**config.mk**
```make
export PLATFORM = sky130hd
export DESIGN_NAME = biphase_frame_receiver_with_checksum_core
export DESIGN_NICKNAME = d
export VERILOG_FILES = /design/src/sv/bprx_pkg.sv /design/src/sv/bprx_front.sv /design/src/sv/bprx_fifo.sv /design/src/sv/bprx_back.sv /design/src/sv/biphase_frame_receiver_with_checksum_core.sv
export SDC_FILE = /design/constraint.sdc
export NUM_CORES = 1
export LEC_CHECK = 0
export ABC_AREA = 1
export BUFFER_PORTS_ARGS = -buffer_cell sky130_fd_sc_hd__buf_2
export CAP_MARGIN = 40
export CORE_MARGIN = 4
export CORE_UTILIZATION = 59
export DETAILED_ROUTE_END_ITERATION = 10
export PLACE_DENSITY = 0.85
export SLEW_MARGIN = 10
export SYNTH_ARGS = -nofsm -noshare
export SYNTH_HDL_FRONTEND = slang
export SYNTH_SLANG_ARGS = --single-unit
```
**constraint.sdc**
```tcl
create_clock -name clk -period 6.4 [get_ports clk]
set_clock_uncertainty 0.05 [all_clocks]
set_input_delay 0.96 -clock clk [delete_from_list [all_inputs] [get_ports clk]]
set_output_delay 0.96 -clock clk [all_outputs]
set_load 0.05 [all_outputs]
```
**src/sv/bprx_pkg.sv**
```systemverilog
// shared constants, types and checksum function of the biphase frame receiver
`default_nettype none

package bprx_pkg;

  localparam int SYNC_BITS      = 32;
  localparam int FRAME_LEN      = 121;
  localparam int CHECK_POS      = 99;
  localparam int MAX_AUX        = 20;
  localparam int STD_LEN        = CHECK_POS + 1;
  localparam int FRAME_RAW_BITS = FRAME_LEN * 16;
  localparam int RAW_POS_W      = $clog2(FRAME_RAW_BITS);
  localparam int FILL_W         = $clog2(SYNC_BITS + 1);
  localparam int AUX_W          = 5;
  localparam int INDEX_W        = 7;
  localparam int MID_DEPTH      = 4;
  localparam int MID_PTR_W      = $clog2(MID_DEPTH);

  localparam logic [31:0] SYNC_RESET = 32'h9999_4C99;

  typedef struct packed {
    logic [7:0]         value;
    logic [INDEX_W-1:0] index;
  } byte_evt_t;

  function automatic logic [15:0] cks_update(input logic [15:0] c, input logic [7:0] b);
    logic [7:0] hi;
    logic [7:0] br;
    logic [7:0] t;
    logic [7:0] s;
    logic       t6;
    logic       t7;
    hi = c[7:0];
    br = {b[0], b[7:1]};
    br = br ^ (br >> 2);
    t6 = c[0] ^ c[2] ^ c[4];
    t7 = c[1] ^ c[3] ^ c[5];
    t  = {t7, t6, c[5:0]};
    s  = c[14:7];
    s  = s ^ (s >> 2);
    return {hi, br ^ t ^ s};
  endfunction

endpackage

`default_nettype wire

```
**src/sv/bprx_front.sv**
```systemverilog
// front end: sync hunt, biphase pair decode and byte assembly
`default_nettype none

module bprx_front (
  input  wire logic               clk,
  input  wire logic               rst,
  input  wire logic               accept,
  input  wire logic               raw_bit,
  input  wire logic               cfg_valid,
  input  wire logic [31:0]        sync_pattern,
  output logic                    evt_push,
  output bprx_pkg::byte_evt_t     evt
);
  import bprx_pkg::*;

  logic [31:0]          pattern;
  logic [SYNC_BITS-1:0] window;
  logic [SYNC_BITS-1:0] window_next;
  logic [SYNC_BITS-1:0] pat_w;
  logic [FILL_W-1:0]    fill;
  logic [FILL_W-1:0]    fill_next;
  logic                 locked;
  logic [RAW_POS_W-1:0] pos;
  logic                 pair_first;
  logic                 prev;
  logic [6:0]           byte_shift;
  logic                 sync_hit;
  logic                 pair_valid;
  logic                 data;
  logic                 prev_after;
  logic                 byte_done;
  logic                 pos_last;

  always_comb begin
    window_next = {window[SYNC_BITS-2:0], raw_bit};
    pat_w       = SYNC_BITS'(pattern);
    fill_next   = (fill == FILL_W'(SYNC_BITS)) ? fill : fill + 1'b1;
    sync_hit    = (fill_next == FILL_W'(SYNC_BITS)) &&
                  ((window_next == pat_w) || (window_next == ~pat_w));
    pair_valid  = pair_first ^ raw_bit;
    data        = pair_valid && (prev == pair_first);
    prev_after  = pair_valid ? pair_first : 1'b0;
    byte_done   = pos[0] && (pos[3:1] == 3'b111);
    pos_last    = (pos == RAW_POS_W'(FRAME_RAW_BITS - 1));
    evt_push    = accept && locked && byte_done;
    evt.value   = {byte_shift, data};
    evt.index   = INDEX_W'(pos >> 4);
  end

  always_ff @(posedge clk) begin
    if (rst) begin
      pattern    <= SYNC_RESET;
      window     <= '0;
      fill       <= '0;
      locked     <= 1'b0;
      pos        <= '0;
      pair_first <= 1'b0;
      prev       <= 1'b0;
      byte_shift <= '0;
    end else begin
      if (cfg_valid) begin
        pattern <= sync_pattern;
      end
      if (accept) begin
        window <= window_next;
        if (!locked) begin
          fill <= fill_next;
          if (sync_hit) begin
            locked     <= 1'b1;
            pos        <= '0;
            byte_shift <= '0;
          end
        end else begin
          if (!pos[0]) begin
            pair_first <= raw_bit;
            if (pos == '0) begin
              prev <= ~raw_bit;
            end
          end else begin
            prev       <= prev_after;
            byte_shift <= byte_done ? 7'd0 : {byte_shift[5:0], data};
          end
          if (pos_last) begin
            pos    <= '0;
            locked <= 1'b0;
          end else begin
            pos <= pos + 1'b1;
          end
        end
      end
    end
  end

endmodule

`default_nettype wire

```
**src/sv/bprx_fifo.sv**
```systemverilog
// short queue of decoded bytes between front and back
`default_nettype none

module bprx_fifo (
  input  wire logic                clk,
  input  wire logic                rst,
  input  wire logic                push,
  input  wire bprx_pkg::byte_evt_t push_data,
  output logic                     full,
  input  wire logic                pop,
  output bprx_pkg::byte_evt_t      pop_data,
  output logic                     empty
);
  import bprx_pkg::*;

  byte_evt_t            mem [MID_DEPTH];
  logic [MID_PTR_W-1:0] wr_ptr;
  logic [MID_PTR_W-1:0] rd_ptr;
  logic [MID_PTR_W:0]   count;
  logic                 do_push;
  logic                 do_pop;

  always_comb begin
    full     = (count == (MID_PTR_W+1)'(MID_DEPTH));
    empty    = (count == '0);
    do_push  = push && !full;
    do_pop   = pop && !empty;
    pop_data = mem[rd_ptr];
  end

  always_ff @(posedge clk) begin
    if (do_push) begin
      mem[wr_ptr] <= push_data;
    end
  end

  always_ff @(posedge clk) begin
    if (rst) begin
      wr_ptr <= '0;
      rd_ptr <= '0;
      count  <= '0;
    end else begin
      if (do_push) begin
        wr_ptr <= wr_ptr + 1'b1;
      end
      if (do_pop) begin
        rd_ptr <= rd_ptr + 1'b1;
      end
      case ({do_push, do_pop})
        2'b10:   count <= count + 1'b1;
        2'b01:   count <= count - 1'b1;
        default: count <= count;
      endcase
    end
  end

endmodule

`default_nettype wire

```
**src/sv/bprx_back.sv**
```systemverilog
// back end: aux length, checksum, frame end and result register
`default_nettype none

module bprx_back (
  input  wire logic                clk,
  input  wire logic                rst,
  input  wire logic                evt_empty,
  input  wire bprx_pkg::byte_evt_t evt,
  output logic                     evt_pop,
  input  wire logic                pop,
  output logic                     empty,
  output logic [7:0]               byte_value,
  output logic [6:0]               byte_index,
  output logic                     last_byte,
  output logic                     checksum_match
);
  import bprx_pkg::*;

  logic [15:0]      cks;
  logic [7:0]       recv_high;
  logic [AUX_W-1:0] aux;
  logic             check_ok;
  logic             out_valid;

  logic             first;
  logic [15:0]      cks_base;
  logic [15:0]      cks_next;
  logic [7:0]       high_base;
  logic [7:0]       recv_high_next;
  logic             ok_base;
  logic             check_ok_next;
  logic [AUX_W-1:0] aux_next;
  logic [7:0]       aux_diff;
  logic [7:0]       last_idx;
  logic [7:0]       idx8;
  logic             emit;
  logic             is_last;

  always_comb begin
    first     = (evt.index == '0);
    cks_base  = first ? 16'd0 : cks;
    high_base = first ? 8'd0 : recv_high;
    ok_base   = first ? 1'b0 : check_ok;
    aux_diff  = evt.value - 8'(STD_LEN);
    if (first) begin
      if ((evt.value > 8'(STD_LEN)) && (aux_diff <= 8'(MAX_AUX))) begin
        aux_next = AUX_W'(aux_diff);
      end else begin
        aux_next = '0;
      end
    end else begin
      aux_next = aux;
    end
    cks_next       = (evt.index < INDEX_W'(CHECK_POS)) ? cks_update(cks_base, evt.value)
                                                       : cks_base;
    recv_high_next = (evt.index == INDEX_W'(CHECK_POS)) ? evt.value : high_base;
    check_ok_next  = (evt.index == INDEX_W'(CHECK_POS + 1)) ?
                     ({high_base, evt.value} == cks_base) : ok_base;
    last_idx = 8'(STD_LEN) + {{(8-AUX_W){1'b0}}, aux_next};
    if (last_idx > 8'(FRAME_LEN - 1)) begin
      last_idx = 8'(FRAME_LEN - 1);
    end
    idx8    = {1'b0, evt.index};
    emit    = (idx8 <= last_idx);
    is_last = (idx8 == last_idx);
    evt_pop = !evt_empty && (!out_valid || pop);
    empty   = !out_valid;
  end

  always_ff @(posedge clk) begin
    if (rst) begin
      cks       <= '0;
      recv_high <= '0;
      aux       <= '0;
      check_ok  <= 1'b0;
      out_valid <= 1'b0;
    end else begin
      out_valid <= (out_valid && !pop) || (evt_pop && emit);
      if (evt_pop) begin
        cks       <= cks_next;
        recv_high <= recv_high_next;
        aux       <= aux_next;
        check_ok  <= check_ok_next;
      end
    end
  end

  always_ff @(posedge clk) begin
    if (evt_pop && emit) begin
      byte_value     <= evt.value;
      byte_index     <= evt.index;
      last_byte      <= is_last;
      checksum_match <= is_last && (idx8 >= 8'(STD_LEN)) && check_ok_next;
    end
  end

endmodule

`default_nettype wire

```
**src/sv/biphase_frame_receiver_with_checksum_core.sv**
```systemverilog
// top level of the biphase frame receiver with sync word and checksum
//
//   channel   handshake              payload
//   input     push / full            raw_bit
//   result    empty / pop            byte_value, byte_index, last_byte, checksum_match
//   config    cfg_valid / cfg_ready  sync_pattern
//
// one raw bit is taken per cycle unless full is high; the front decodes it that cycle
// a byte result passes through the byte queue and then the result register
// full rises only when the 4-entry byte queue fills while results are not popped
// reset restores the sync word 0x99994C99
`default_nettype none

module biphase_frame_receiver_with_checksum_core (
  input  wire logic        clk,
  input  wire logic        rst,
  input  wire logic        push,
  output logic             full,
  input  wire logic        raw_bit,
  output logic             empty,
  input  wire logic        pop,
  output logic [7:0]       byte_value,
  output logic [6:0]       byte_index,
  output logic             last_byte,
  output logic             checksum_match,
  input  wire logic        cfg_valid,
  output logic             cfg_ready,
  input  wire logic [31:0] sync_pattern
);
  import bprx_pkg::*;

  logic      accept;
  logic      evt_push;
  byte_evt_t evt_in;
  byte_evt_t evt_out;
  logic      mid_full;
  logic      mid_empty;
  logic      evt_pop;

  assign accept    = push && !mid_full;
  assign full      = mid_full;
  assign cfg_ready = 1'b1;

  bprx_front u_front (
    .clk          (clk),
    .rst          (rst),
    .accept       (accept),
    .raw_bit      (raw_bit),
    .cfg_valid    (cfg_valid),
    .sync_pattern (sync_pattern),
    .evt_push     (evt_push),
    .evt          (evt_in)
  );

  bprx_fifo u_fifo (
    .clk       (clk),
    .rst       (rst),
    .push      (evt_push),
    .push_data (evt_in),
    .full      (mid_full),
    .pop       (evt_pop),
    .pop_data  (evt_out),
    .empty     (mid_empty)
  );

  bprx_back u_back (
    .clk            (clk),
    .rst            (rst),
    .evt_empty      (mid_empty),
    .evt            (evt_out),
    .evt_pop        (evt_pop),
    .pop            (pop),
    .empty          (empty),
    .byte_value     (byte_value),
    .byte_index     (byte_index),
    .last_byte      (last_byte),
    .checksum_match (checksum_match)
  );

  a_no_push_when_full: assert property (@(posedge clk) disable iff (rst)
    evt_push |-> !mid_full)
    else $error("byte queue overflow");

  a_match_only_on_last: assert property (@(posedge clk) disable iff (rst)
    (!empty && checksum_match) |-> last_byte)
    else $error("checksum match without last byte");

  a_index_in_frame: assert property (@(posedge clk) disable iff (rst)
    !empty |-> (byte_index <= 7'(FRAME_LEN - 1)))
    else $error("byte index beyond frame");

  a_drain_when_free: assert property (@(posedge clk) disable iff (rst)
    (empty && !mid_empty) |-> evt_pop)
    else $error("queued byte not taken while result register free");

endmodule

`default_nettype wire
```
# Word level (Yosys, flattened, before mapping)
# Memory sizes are Yosys's and may differ from the RTL's. A register that Yosys moved wholly into a read port is not among the register bits.
# Index checks and enable logic that the tools add are counted.
dict set report word_totals {
  reg_bits 145
  ram_bits 60
  inputBits 38
  output_inout_bits 20
  mem_count 1
}
dict set report op_classes {
  addsub 8
  magnitude_cmp 6
  n_eq_ne 15
  muxes 28
  n_bitwise 13
  n_reduce_logical 32
}
# name words width rd rd_clocked_by_memory_dff wr line
set mem_list {}
lappend mem_list {u_fifo.mem 4 15 1 1 1 bprx_fifo.sv:16} ;# byte_evt_t mem [MID_DEPTH];
# op n
set op_table {}
lappend op_table {{$eq A32 B32 Y1} 2}
lappend op_table {{$mux W11} 3}
lappend op_table {{$mux W16} 2}
lappend op_table {{$not A32 Y32} 1}
lappend op_table {{$mux W7} 4}
lappend op_table {{$mux W8} 3}
lappend op_table {{$eq A16 B16 Y1} 1}
lappend op_table {{$gt A8 B7 Y1 const B} 2}
lappend op_table {{$xor A8 B6 Y8} 2}
lappend op_table {{$xor A8 B8 Y8} 2}
lappend op_table {{$eq A7 B7 Y1 const B} 2}
lappend op_table {{$logic_and A1 B1 Y1} 14}
lappend op_table {{$eq A6 B6 Y1 const B} 2}
lappend op_table {{$add A11 B1 Y11 const B} 1}
lappend op_table {{$eq A11 B11 Y1 const B} 1}
lappend op_table {{$logic_not A11 Y1} 1}
lappend op_table {{$mux W1} 10}
lappend op_table {{$mux W5} 2}
lappend op_table {{$reduce_and A3 Y1} 3}
lappend op_table {{$add A7 B5 Y8 const A} 1}
lappend op_table {{$eq A7 B8 Y1} 1}
lappend op_table {{$le A7 B8 Y1} 1}
lappend op_table {{$le A8 B5 Y1 const B} 1}
lappend op_table {{$sub A8 B7 Y8 const B} 1}
lappend op_table {{22 further kinds} 39}

# Logic depth before layout (Yosys ltp)
# Gate-level depths: netlist of the first run.
dict set report logic_depth {
  ltp_word 11
  ltp_mapped 30
  mapped_depth_nobuf 28
}

# Modules after synthesis
# Synthesis of the first run repeated with hierarchy kept, for this count alone.
dict set report unflattened {
  cells_unflattened 1467
  hier_area_um2 10914.2
}
# module instances cells_each area_per_inst_um2
set by_module_without_submodules {}
lappend by_module_without_submodules {bprx_front 1 756 4817.1}
lappend by_module_without_submodules {bprx_back 1 492 3300.7}
lappend by_module_without_submodules {bprx_fifo 1 215 2775.2}
lappend by_module_without_submodules {biphase_frame_receiver_with_checksum_core 1 4 21.3}

# Worst setup path before layout of the first run
# Ideal clock, no wire load.
dict set report synth_path {
  path_type {flip-flop to flip-flop}
  startpoint {register (tool-made name)}
  endpoint {register u_back.byte_index[0], enable pin}
  setup_time_ns 0.398
  t_arrival_ns 4.320
  path_slack_ns 1.632
  path_stages_with_launch 27
  path_buffers 2
  period_less_slack_ns 4.768
  cell_sequence {dfxtp_1 inv_2 buf_6 buf_4 nand2_1 nand3_1 nand2_1 ha_1 nand2_1 nand2_1 nand3_1 nand2_1 nand2_1 nor2_2 nand2_1 o22ai_2 ha_1 ha_1 inv_1 nor3_1 o21ai_1 nand3_1 ha_1 inv_1 nor4_1 inv_1 a21oi_1}
}
# element line
set synth_lines {}
lappend synth_lines {{end signal, assigned} bprx_back.sv:91} ;# byte_index <= evt.index;
lappend synth_lines {{end, declared} bprx_back.sv:13} ;# output logic [6:0] byte_index,

==> results of run 1 <==
-- through the flow --
stage                     setup WS [ps]  hold WS (ps)  area [um^2]  power [mW]  std cells
after detailed placement           1420           417        10500        3.75       1495
after global routing                731           440        11300        5.43       1537
after global placement             1380           408        10400        3.66       1491
after CTS                          1300           425        11300        5.10       1537
after floorplan                    1630           386        10000        3.32       1258
final                              1190           427        11300        5.11       1537
-- state kept, by name, indices dropped and copies added, names as in the netlist, named ones only --
signal,count
u_back.byte_value,8
u_back.byte_index,7
u_front.locked,1
u_front.byte_shift,7
u_back.recv_high,8
u_back.out_valid,1
u_front.pos,11
u_back.checksum_match,1
u_back.check_ok,1
u_back.aux,5
u_back.last_byte,1
u_fifo.rd_ptr,2
u_front.fill,6
u_front.pat_w,32
u_fifo.mem,60
u_front.prev,1
u_front.window,31
u_fifo.wr_ptr,2
u_front.pair_first,1
u_back.cks,16
u_fifo.count,3
-- cell type report --
cell class	count	share of cell area (%)
clock buffers	26	5.40
well taps	220	2.45
clock inverters	16	1.38
flip-flops and latches	207	43.7
repair buffers	69	3.81
multi-input cells	894	39.7
inverters	105	3.54
-- synthesized netlist by cell type, types with 2 or more instances --
library cell	n	area share [%]
nand2_1	275	10
nor2_1	179	6.7
dfxtp_1	130	26
nand3_1	117	5.8
inv_1	97	3.6
o21ai_0	93	4.6
edfxtp_1	77	23
a21oi_1	53	2.6
xnor2_1	34	3.0
clkbuf_1	31	1.2
ha_1	24	3.0
xor2_1	20	1.7
nor3_1	17	0.85
nand4_1	14	0.87
a31oi_1	13	0.81
buf_2	8	0.40
nand3b_1	8	0.60
buf_6	7	0.78
nand2_2	7	0.44
o21ai_1	7	0.35
a221oi_1	5	0.44
inv_2	5	0.19
nor4_1	5	0.31
buf_4	4	0.30
nand3_2	3	0.30
a211oi_1	2	0.15
buf_1	2	0.075
conb_1	2	0.075
nor2_2	2	0.12
o211ai_1	2	0.15
-- power by group --
part / switching (mW) / leakage (nW) / internal, mW
registers: 0.164 / 1.79 / 1.61
clock network: 0.524 / 0.379 / 0.804
logic: 1.38 / 2.57 / 0.629
-- final timing paths --
check | start | end | slack, ps | depth (start not counted)
worst max-delay path | register | u_back.byte_value[7] | 1190 | 27
worst min-delay path | u_fifo.rd_ptr[1] | register | 430 | 2
worst max register to register | register | u_back.byte_value[7] | 1190 | 27
worst min register to register | u_fifo.rd_ptr[1] | register | 430 | 2
-- worst max-delay path: stages, from the launching register on --
cell      delay (ps)
dfxtp_1          290
buf_4            220
inv_2            380
nand2_1          110
nand3_1           90
nand2_1          230
ha_1             290
nand2_1           80
nand2_1           70
inv_1             70
nand2_1           50
nand2_1           80
nand2_1           60
nor2_2           140
nand2_1          110
o22ai_2          210
ha_1             200
ha_1             220
inv_1             90
nor3_1            50
o21ai_1          150
nand3b_1         120
ha_1             350
nand2_1           90
nor4_1           430
inv_1            100
a21oi_2          310
buf_6            240
-- kinds of logic (layout without fill, tap and decap cells) --
| logic type | after synthesis | count (layout) | share of synthesized area [%] |
|---|---|---|---|
| DFF | 207 | 207 | 48.9 |
| AOI/OAI and AO/OA | 180 | 180 | 9.68 |
| adders and majority gates | 25 | 25 | 3.19 |
| other | 2 | 2 | 0.0748 |
| and+or+nand+nor | 633 | 633 | 26.8 |
| buffers and inverters | 157 | 216 | 6.68 |
| xor gates and xnor gates | 54 | 54 | 4.71 |
-- cell usage in the layout (no fill, tap or decap), types with 8 or more instances in the layout --
cell type | Yosys | layout
o21ai_0 | 93 | 93
clkbuf_16 | 0 | 24
nor3_1 | 17 | 17
a21oi_1 | 53 | 52
buf_4 | 4 | 9
nor2_1 | 179 | 178
xnor2_1 | 34 | 34
nand4_1 | 14 | 14
inv_1 | 97 | 96
nand3b_1 | 8 | 8
nand3_1 | 117 | 117
a31oi_1 | 13 | 12
dfxtp_1 | 130 | 130
buf_2 | 8 | 56
ha_1 | 24 | 24
edfxtp_1 | 77 | 77
xor2_1 | 20 | 20
nand2_1 | 275 | 275
-- per-layer routing --
metal  global-route usage [%]  share of wire [%]  vias to the layer above
met2                     40.5                 49                      327
met1                     30.8                 41                     3941
met3                     3.69                6.5                       70
li1                         -                  -                     4244
met5                        0                  0                        -
met4                     9.46                3.8                        0
==> results.ini, run 1 <==
[synthesis]
synth-edff-count=77
syn_inst=1258
ys_types=45
async_flop_share_pct=0
synth_area_mm2=0.0100
ys_seq_elements=207
syn-num-nets=1321
ys_warn_count=0
synth_flop_cell=dfxtp_1
ys_seq_area_share_pct=48.9
avgSynthCellArea_um2=7.99

[placed_design]
port_buffers=56
dpl.hpwl_um=15400
gp_routability_congestion=0.902

[grt]
grt_max_degree=73
antenna_found_initial=0
grt_first_pass_wirelength_um=38800
grtUsageTotal_pct=23.9
grt-ovfl-total=0
grt_pass1_vias=8017

[worst_setup_path]
crit_required_ps=6560
end_kind=register
critPathKind=register to register
crit_path_start_kind=register
cp.arrival_ps=5370
critPathMaxFanout=31

[route]
remaining_drc_errors=0
firstDrtPassIters=6
num_vias=8582
viasPerCell=5.58
ant_nets=0
totalWireLength_um=23300
post_drt_wl_per_cell_um=15.1
drt_iter0_markers=895

[timing]
period_share_pct=81.4
fmax_ghz=0.192
slew_headroom_pct=42.1
drv_slew=0
worst_slew_pin_slew_ps=864
rsz0062_at_grt=no
fin_crit_ps=5210
setup_viol_count_final=0
finalSetupTns_ps=0
final_hold_viol_count=0

[final_layout]
n_antenna_cell=0
drive_gt1_share_pct=10.0
syn2layout_area_growth_pct=12.0
multiInputGateArea_mm2=0.00447
n_fill_cell=1296
nets=1363
regArea_mm2=0.00491
final_util_pct=67.6

[clocking]
cts_resized=0
hold_buffers=0
clk_pin_slew_worst_paths_ps=60
cts_buffer_depth=3
cts_buffers=23
cts_tree=yes
cts_sinks=207
clockRootBuffer=clkbuf_16
cts_max_level=1
post-cts-setup-buffers=0
clk_latency_ps=510

[floorplan]
ios=58
coreArea_mm2=0.0166
placementRows=47
dieArea_mm2=0.0192
die-width_um=138
initial_core_util_pct=60.4
die_y_um=138

[hold_path]
hold_path_class=register to register

[power_and_ir_drop]
p_leak_nw=4.73
peakVddDrop_mv=0.380
powerDensity_mw_per_mm2=454

[job]
drv_cap=0

[status]
status=completed

(Power assumes the default switching activity.)
==> run 2: changes to the inputs <==
- CORE_UTILIZATION: 59 -> 55
- PLACE_DENSITY: 0.85 -> 0.83
- clock period: 6.4 -> 4.3 ns (I/O delays scaled with it)
==> run 2 against run 1 <==
  * The run now ends with design-rule violations left
  * Die area is 6.9% higher
  * Global-route usage is 0.95 points lower
  * Non-clock buffer count is 39 higher
  * Sequential power is 50% higher
  * Worst setup slack worse by 1200 ps
  * Sequential share of layout area is 1.8 points lower
  * Clock-buffer cell count is 1 higher
  * Combinational power is 79% higher
  * Via count is 4.8% higher
  * Critical path type unchanged
  * Critical endpoint is now u_back.byte_value[3]
==> results.ini, run 2 (same netlist as run 1, synthesis figures left out) <==
[final_layout]
final_cell_mix=nand2_1 (261), nor2_1 (179), dfxtp_1 (128), nand3_1 (112), o21ai_0 (91)  ; was nand2_1 (275), nor2_1 (178), dfxtp_1 (130), nand3_1 (117), inv_1 (96)
nets=1403  ; was 1363
largest_reg_flops=60  ; unchanged
syn2layout_area_growth_pct=17.1  ; was 12.0%
n_fill_cell=1391  ; was 1296
n_antenna_cell=0  ; unchanged
drive_gt1_share_pct=15.4  ; was 10.0%
largest_register=u_fifo.mem  ; unchanged
layout_commonest_cell=nand2_1  ; unchanged

[job]
drv_cap=0  ; unchanged

[floorplan]
initial_core_util_pct=55.9  ; was 60.4%
dieArea_mm2=0.0205  ; was 0.0192 mm^2
die_y_um=143  ; was 138 um
die-width_um=143  ; was 138 um
ios=58  ; unchanged
placementRows=49  ; was 47
coreArea_mm2=0.0180  ; was 0.0166 mm^2

[clocking]
cts_max_level=1  ; unchanged
cts_buffers=22  ; was 23
clk_pin_slew_worst_paths_ps=60  ; about the same
clockRootBuffer=clkbuf_16  ; unchanged
cts_buffer_depth=3  ; unchanged
clk_latency_ps=510  ; about the same
cts_sinks=207  ; unchanged
cts_tree=yes  ; unchanged

[power_and_ir_drop]
seqPwrFrac_pct=33.0  ; was 34.8%
peakVddDrop_mv=0.658  ; was 0.380 mV
swShare_pct=41.4  ; was 40.4%
powerDensity_mw_per_mm2=687  ; was 454 mW/mm^2
clockPowerShare_pct=22.5  ; was 26.0%
p_sw_mw=3.35  ; was 2.07 mW
p_leak_nw=4.92  ; was 4.73 nW
combPwrFrac_pct=44.5  ; was 39.3%
internal_power_mw=4.73  ; was 3.04 mW

[route]
post_drt_wl_per_cell_um=16.0  ; was 15.1 um
remaining_drc_errors=1  ; was 0
totalWireLength_um=25400  ; was 23300 um
viasPerCell=5.67  ; was 5.58
firstDrtPassIters=11  ; was 6
ant_nets=0  ; unchanged
drt_iter0_markers=874  ; was 895
num_vias=8990  ; was 8582

[worst_setup_path]
slowest_delay_ps=440  ; was 430 ps
critPathKind=register to register  ; unchanged
end_kind=register  ; unchanged
cp.arrival_ps=4470  ; was 5370 ps
crit_required_ps=4480  ; was 6560 ps
crit_path_start_kind=register  ; unchanged
crit_slowest_cell=dfxtp_4  ; was nor4_1
crit_end=u_back.byte_value[3]  ; was u_back.byte_value[7]
critPathMaxFanout=6  ; was 31
r2r_slack_ps=10  ; was 1190 ps
r2r-end=u_back.byte_value[3]  ; was u_back.byte_value[7]
r2r_cells=25  ; was 27

[timing]
fin_crit_ps=4290  ; was 5210 ps
slew_headroom_pct=54.3  ; was 42.1%
drv_slew=0  ; unchanged
setup_slack_ps=11.8  ; was 1190 ps
setup_viol_count_final=0  ; unchanged
hold_slack_ps=289  ; was 427 ps
finalSetupTns_ps=0  ; unchanged
worst_slew_pin_slew_ps=685  ; was 864 ps
period_share_pct=99.7  ; was 81.4%
fmax_ghz=0.233  ; was 0.192 GHz
final_hold_viol_count=0  ; unchanged

[placed_design]
port_buffers=56  ; unchanged
gp_routability_congestion=0.925  ; was 0.902
dpl.hpwl_um=16100  ; was 15400 um
pre_cts_ws_ps=-288  ; was 1420 ps

[grt]
grt_pass1_vias=8233  ; was 8017
grtUsageTotal_pct=22.9  ; was 23.9%
grt_first_pass_wirelength_um=38700  ; was 38800 um
grt_max_degree=67  ; was 73
grt-ovfl-total=0  ; unchanged
antenna_found_initial=0  ; unchanged

[hold_path]
whs_path_depth=3  ; was 2
hold_path_class=primary input to register  ; was register to register

[status]
violations=design-rule violations
status=finished, violations left  ; was completed

==> run 2: changes by cell type in the layout (fill, tap and decap cells not counted), moves of 4 or more <==
cell,change
nand2_2,+11
nand3_1,-5
buf_4,+31
inv_1,-8
ha_1,-4
ha_4,+4
nand3_2,+5
buf_6,+5
nand2_1,-14
clkinvlp_4,+4
==> run 2: timing repair <==
item	4_1_cts	5_1_grt
cloned	0	5
hold buffers	0	0
resized for setup	7	58
endpoints found under the setup margin	18	19
setup buffers	0	24
pin swaps	0	21
==> run 2: worst min path at each step <==
stage	start	to	slack [ps]
floorplan	u_fifo.rd_ptr[1]	register	390
global placement	u_fifo.rd_ptr[0]	u_fifo.rd_ptr[0]	410
detailed placement	u_front.pat_w[3]	u_front.pat_w[3]	410
CTS	sync_pattern[0]	u_front.pat_w[0]	270
global route	sync_pattern[31]	u_front.pat_w[31]	290
finish	sync_pattern[4]	u_front.pat_w[4]	290
==> run 2: power groups by stage <==
| stage | Sequential [mW] | Clock [mW] | Combinational, mW |
|---|---|---|---|
| after detailed placement | 2.67 | 0 | 2.99 |
| after CTS | 2.64 | 1.83 | 3.05 |
| after global routing | 2.70 | 1.92 | 3.94 |
| final | 2.67 | 1.81 | 3.60 |
| after global placement | 2.67 | 0 | 2.89 |
| after floorplan | 2.91 | 0 | 2.05 |
==> run 2: metal layers <==
metal,global-route usage [%],vias up,share of wire [%],routed length (um)
li1,-,4334,-,-
met5,0,-,0,0
met2,40.5,418,49,12600
met3,3.05,118,7.0,1790
met4,9.45,0,4.6,1170
met1,28.3,4120,39,9900
==> run 2: final cells by class <==
type / count / area (um^2) / area share, %
repair inverters: 2 / 17.5 / 0.149
repair buffers: 108 / 786 / 6.68
multi-input cells: 894 / 4640 / 39.4
inverters: 105 / 423 / 3.60
well taps: 229 / 287 / 2.44
clock inverters: 13 / 114 / 0.968
clock buffers: 27 / 579 / 4.93
flip-flops and latches: 207 / 4920 / 41.8
==> run 2: critical path: cells and delay by family, from the launching register on <==
kind / cells / cell delay (ps)
simple gates: 9 / 900
fa+ha+maj: 2 / 410
compound gates: 8 / 1320
buf+inv: 6 / 870
flops: 1 / 440
==> run 2: metrics by stage <==
step           cells  utilization [%]  power, mW  instance area, um^2
2_1_floorplan   1258                -       4.96                10100
3_3_place_gp    1515             58.7       5.56                10500
3_5_place_dp    1516             58.8       5.67                10600
4_1_cts         1556             62.8       7.52                11300
5_1_grt         1585             65.5       8.56                11800
6_report        1585             65.5       8.08                11800
==> run 3: changes to the inputs <==
- CORE_UTILIZATION: 55 -> 56
- PLACE_DENSITY: 0.83 -> 0.84
- SKIP_CTS_REPAIR_TIMING: not set -> 1
- SYNTH_HIERARCHICAL: not set -> 1
==> run 3 against run 2 <==
  * Global-route usage fell by 0.79 points
  * Flip-flop and latch count did not move
  * Wire length rose by 1.9%
  * The flow now finishes without violations
  * Largest cell class is now multi-input gates
  * Highest routed layer unchanged
==> results.ini, run 3 <==
[worst_setup_path]
end_kind=register  ; unchanged
cp.arrival_ps=4450  ; was 4470 ps
critPathMaxFanout=5  ; was 6
crit_path_start_kind=register  ; unchanged
critPathKind=register to register  ; unchanged
crit_required_ps=4470  ; was 4480 ps

[final_layout]
final_cell_count_no_fill=1805  ; was 1585
largest_reg_flops=60  ; unchanged
final_util_pct=65.8  ; was 65.5%
largest_register=u_fifo/mem  ; was u_fifo.mem
n_antenna_cell=0  ; unchanged
syn2layout_area_growth_pct=14.3  ; was 17.1%
nets=1592  ; was 1403
n_fill_cell=1518  ; was 1391
regArea_mm2=0.00492  ; unchanged
layout_commonest_cell=nand2_1  ; unchanged
multiInputGateArea_mm2=0.00509  ; was 0.00464 mm^2
drive_gt1_share_pct=14.2  ; was 15.4%
final_cell_mix=nand2_1 (386), inv_1 (170), nor2_1 (165), dfxtp_1 (128), a21oi_1 (106)  ; was nand2_1 (261), nor2_1 (179), dfxtp_1 (128), nand3_1 (112), o21ai_0 (91)

[placed_design]
dpl.hpwl_um=17400  ; was 16100 um
pre_cts_ws_ps=7.98  ; was -288 ps
dp.cells=1754  ; was 1516
gp_routability_congestion=0.940  ; was 0.925
port_buffers=56  ; unchanged

[synthesis]
syn_inst=1467  ; was 1258
ys_warn_count=6  ; was 0
synth_flop_cell=dfxtp_1  ; unchanged
synth_top_area_cell=dfxtp_1  ; unchanged
synth-compound-area-share_pct=15.1  ; was 9.68%
muxShareOfSynthArea_pct=0  ; unchanged
syn-num-nets=1530  ; was 1321
ys_seq_area_share_pct=45.0  ; was 48.9%
ys_seq_elements=207  ; unchanged
synthXorXnorAreaFrac_pct=1.77  ; was 4.71%
synth-edff-count=77  ; unchanged
avgSynthCellArea_um2=7.44  ; was 7.99 um^2
synth_top_area_share_pct=23.8  ; was 25.9%
yosys-top-cells-area=dfxtp_1 (24%), edfxtp_1 (21%), nand2_1 (13%), inv_1 (6.0%), nor2_1 (5.7%)  ; was dfxtp_1 (26%), edfxtp_1 (23%), nand2_1 (10%), nor2_1 (6.7%), nand3_1 (5.8%)
yosys.cell_count.top_type=nand2_1  ; unchanged
netlist_top_cells_count=nand2_1 (389), inv_1 (175), nor2_1 (166), dfxtp_1 (130), a21oi_1 (107)  ; was nand2_1 (275), nor2_1 (179), dfxtp_1 (130), nand3_1 (117), inv_1 (97)
ys_types=47  ; was 45
synthAdderAreaFrac_pct=2.93  ; was 3.19%
synth_top_family_by_area=simple AND/OR/NAND/NOR gates  ; unchanged
async_flop_share_pct=0  ; unchanged
synth_area_mm2=0.0109  ; was 0.0100 mm^2
yosys.area_share.simple_pct=25.5  ; was 26.8%

[timing]
worst_slew_pin_slew_ps=809  ; was 685 ps
slew_headroom_pct=45.9  ; was 54.3%
drv_slew=0  ; unchanged
final_hold_viol_count=0  ; unchanged
fmax_ghz=0.234  ; was 0.233 GHz
fin_crit_ps=4280  ; was 4290 ps
setup_slack_ps=19.5  ; was 11.8 ps
setup_viol_count_final=0  ; unchanged
period_share_pct=99.5  ; was 99.7%

[grt]
grt_max_degree=62  ; was 67
antenna_found_initial=0  ; unchanged
grt_pass1_vias=8834  ; was 8233
grt-ovfl-total=0  ; unchanged
grtUsageTotal_pct=22.1  ; was 22.9%
grt_first_pass_wirelength_um=40800  ; was 38700 um

[clocking]
cts_buffers=22  ; unchanged
cts_max_level=1  ; unchanged
clockRootBuffer=clkbuf_16  ; unchanged
cts_sinks=207  ; unchanged
clk_latency_ps=510  ; about the same
clk_pin_slew_worst_paths_ps=70  ; was 60 ps
cts_tree=yes  ; unchanged
cts_buffer_depth=3  ; unchanged

[route]
firstDrtPassIters=6  ; was 11
ant_nets=0  ; unchanged
wl_met2_um=12600  ; about the same
viasPerCell=5.40  ; was 5.67
drt_iter0_markers=723  ; was 874
totalWireLength_um=25900  ; was 25400 um
remaining_drc_errors=0  ; was 1
maxUsedRoutingLayer=met4  ; unchanged
post_drt_wl_per_cell_um=14.4  ; was 16.0 um
wl_met1_um=10800  ; was 9900 um
num_vias=9743  ; was 8990
met3_length_um=1640  ; was 1790 um

[power_and_ir_drop]
total_power_mw=4.20  ; was 8.08 mW
p_leak_nw=5.54  ; was 4.92 nW
powerDensity_mw_per_mm2=336  ; was 687 mW/mm^2
peakVddDrop_mv=0.350  ; was 0.658 mV

[hold_path]
hold_path_class=primary input to register  ; unchanged

[floorplan]
placementRows=50  ; was 49
dieArea_mm2=0.0218  ; was 0.0205 mm^2
die_y_um=148  ; was 143 um
ios=58  ; unchanged
initial_core_util_pct=57.6  ; was 55.9%
coreArea_mm2=0.0190  ; was 0.0180 mm^2
die-width_um=148  ; was 143 um

[job]
drv_cap=0  ; unchanged

[status]
status=completed  ; was finished, violations left

## run 3: final timing paths
path / from / to / slack (ps) / depth (start not counted)
min: sync_pattern[11] / u_front/pat_w[11] / 290 / 3
max: register / u_back/byte_index[5] / 20 / 26
max reg2reg: register / u_back/byte_index[5] / 20 / 26
min reg2reg: u_back/aux[3] / u_back/aux[3] / 420 / 2
## run 3: report_power, final
group	switching [mW]	total [mW]	internal [mW]
logic	0.151	0.234	0.0829
registers	0.0397	2.10	2.06
clock network	0.770	1.86	1.09
## run 3: final cells by class
class | instances | share of cell area (%)
multi-input combinational | 1012 | 40.8
inverter | 184 | 5.59
clock inverter | 10 | 0.762
sequential | 207 | 39.4
clock buffer | 30 | 5.05
timing repair buffer | 102 | 5.73
tap | 260 | 2.61
## run 3: logic make-up after synthesis
logic type | after synthesis
xor+xnor | 22
fa+ha+maj | 25
buf+inv | 248
other cells | 2
flops | 207
simple gates | 671
compound gates | 292
## run 3: metrics by stage
step	setup TNS [ps]	cell area [um^2]	hold slack [ps]
detailed placement	0	11500	407
CTS	-392	12200	282
floorplan	0	10900	389
global route	-1990	12500	283
global placement	0	11500	404
finish	0	12500	292
## run 3: per-layer routing
metal  vias to the layer above  global-route usage [%]
li1                       4861                       -
met1                      4427                    28.2
met2                       388                    39.0
met3                        67                    3.03
met4                         0                    6.94
met5                         -                       0
## run 3: worst max-delay path, stage by stage (launching register included)
cell and delay, ps:
dfxtp_4 400, buf_6 120, o21ai_1 90, o22ai_2 210, inv_2 90, ha_4 180
inv_2 50, nand2_1 50, nand2_1 100, nand3b_1 90, nand2_2 100, nor2_4 50
nand4_1 110, nand2_2 130, ha_4 190, ha_4 260, inv_2 40, nor3_2 150
o21ai_2 110, nand2_1 90, nor2_1 50, ha_1 300, a21oi_1 180, o21a_1 170
o21ai_2 80, a21oi_4 320, clkbuf_16 220
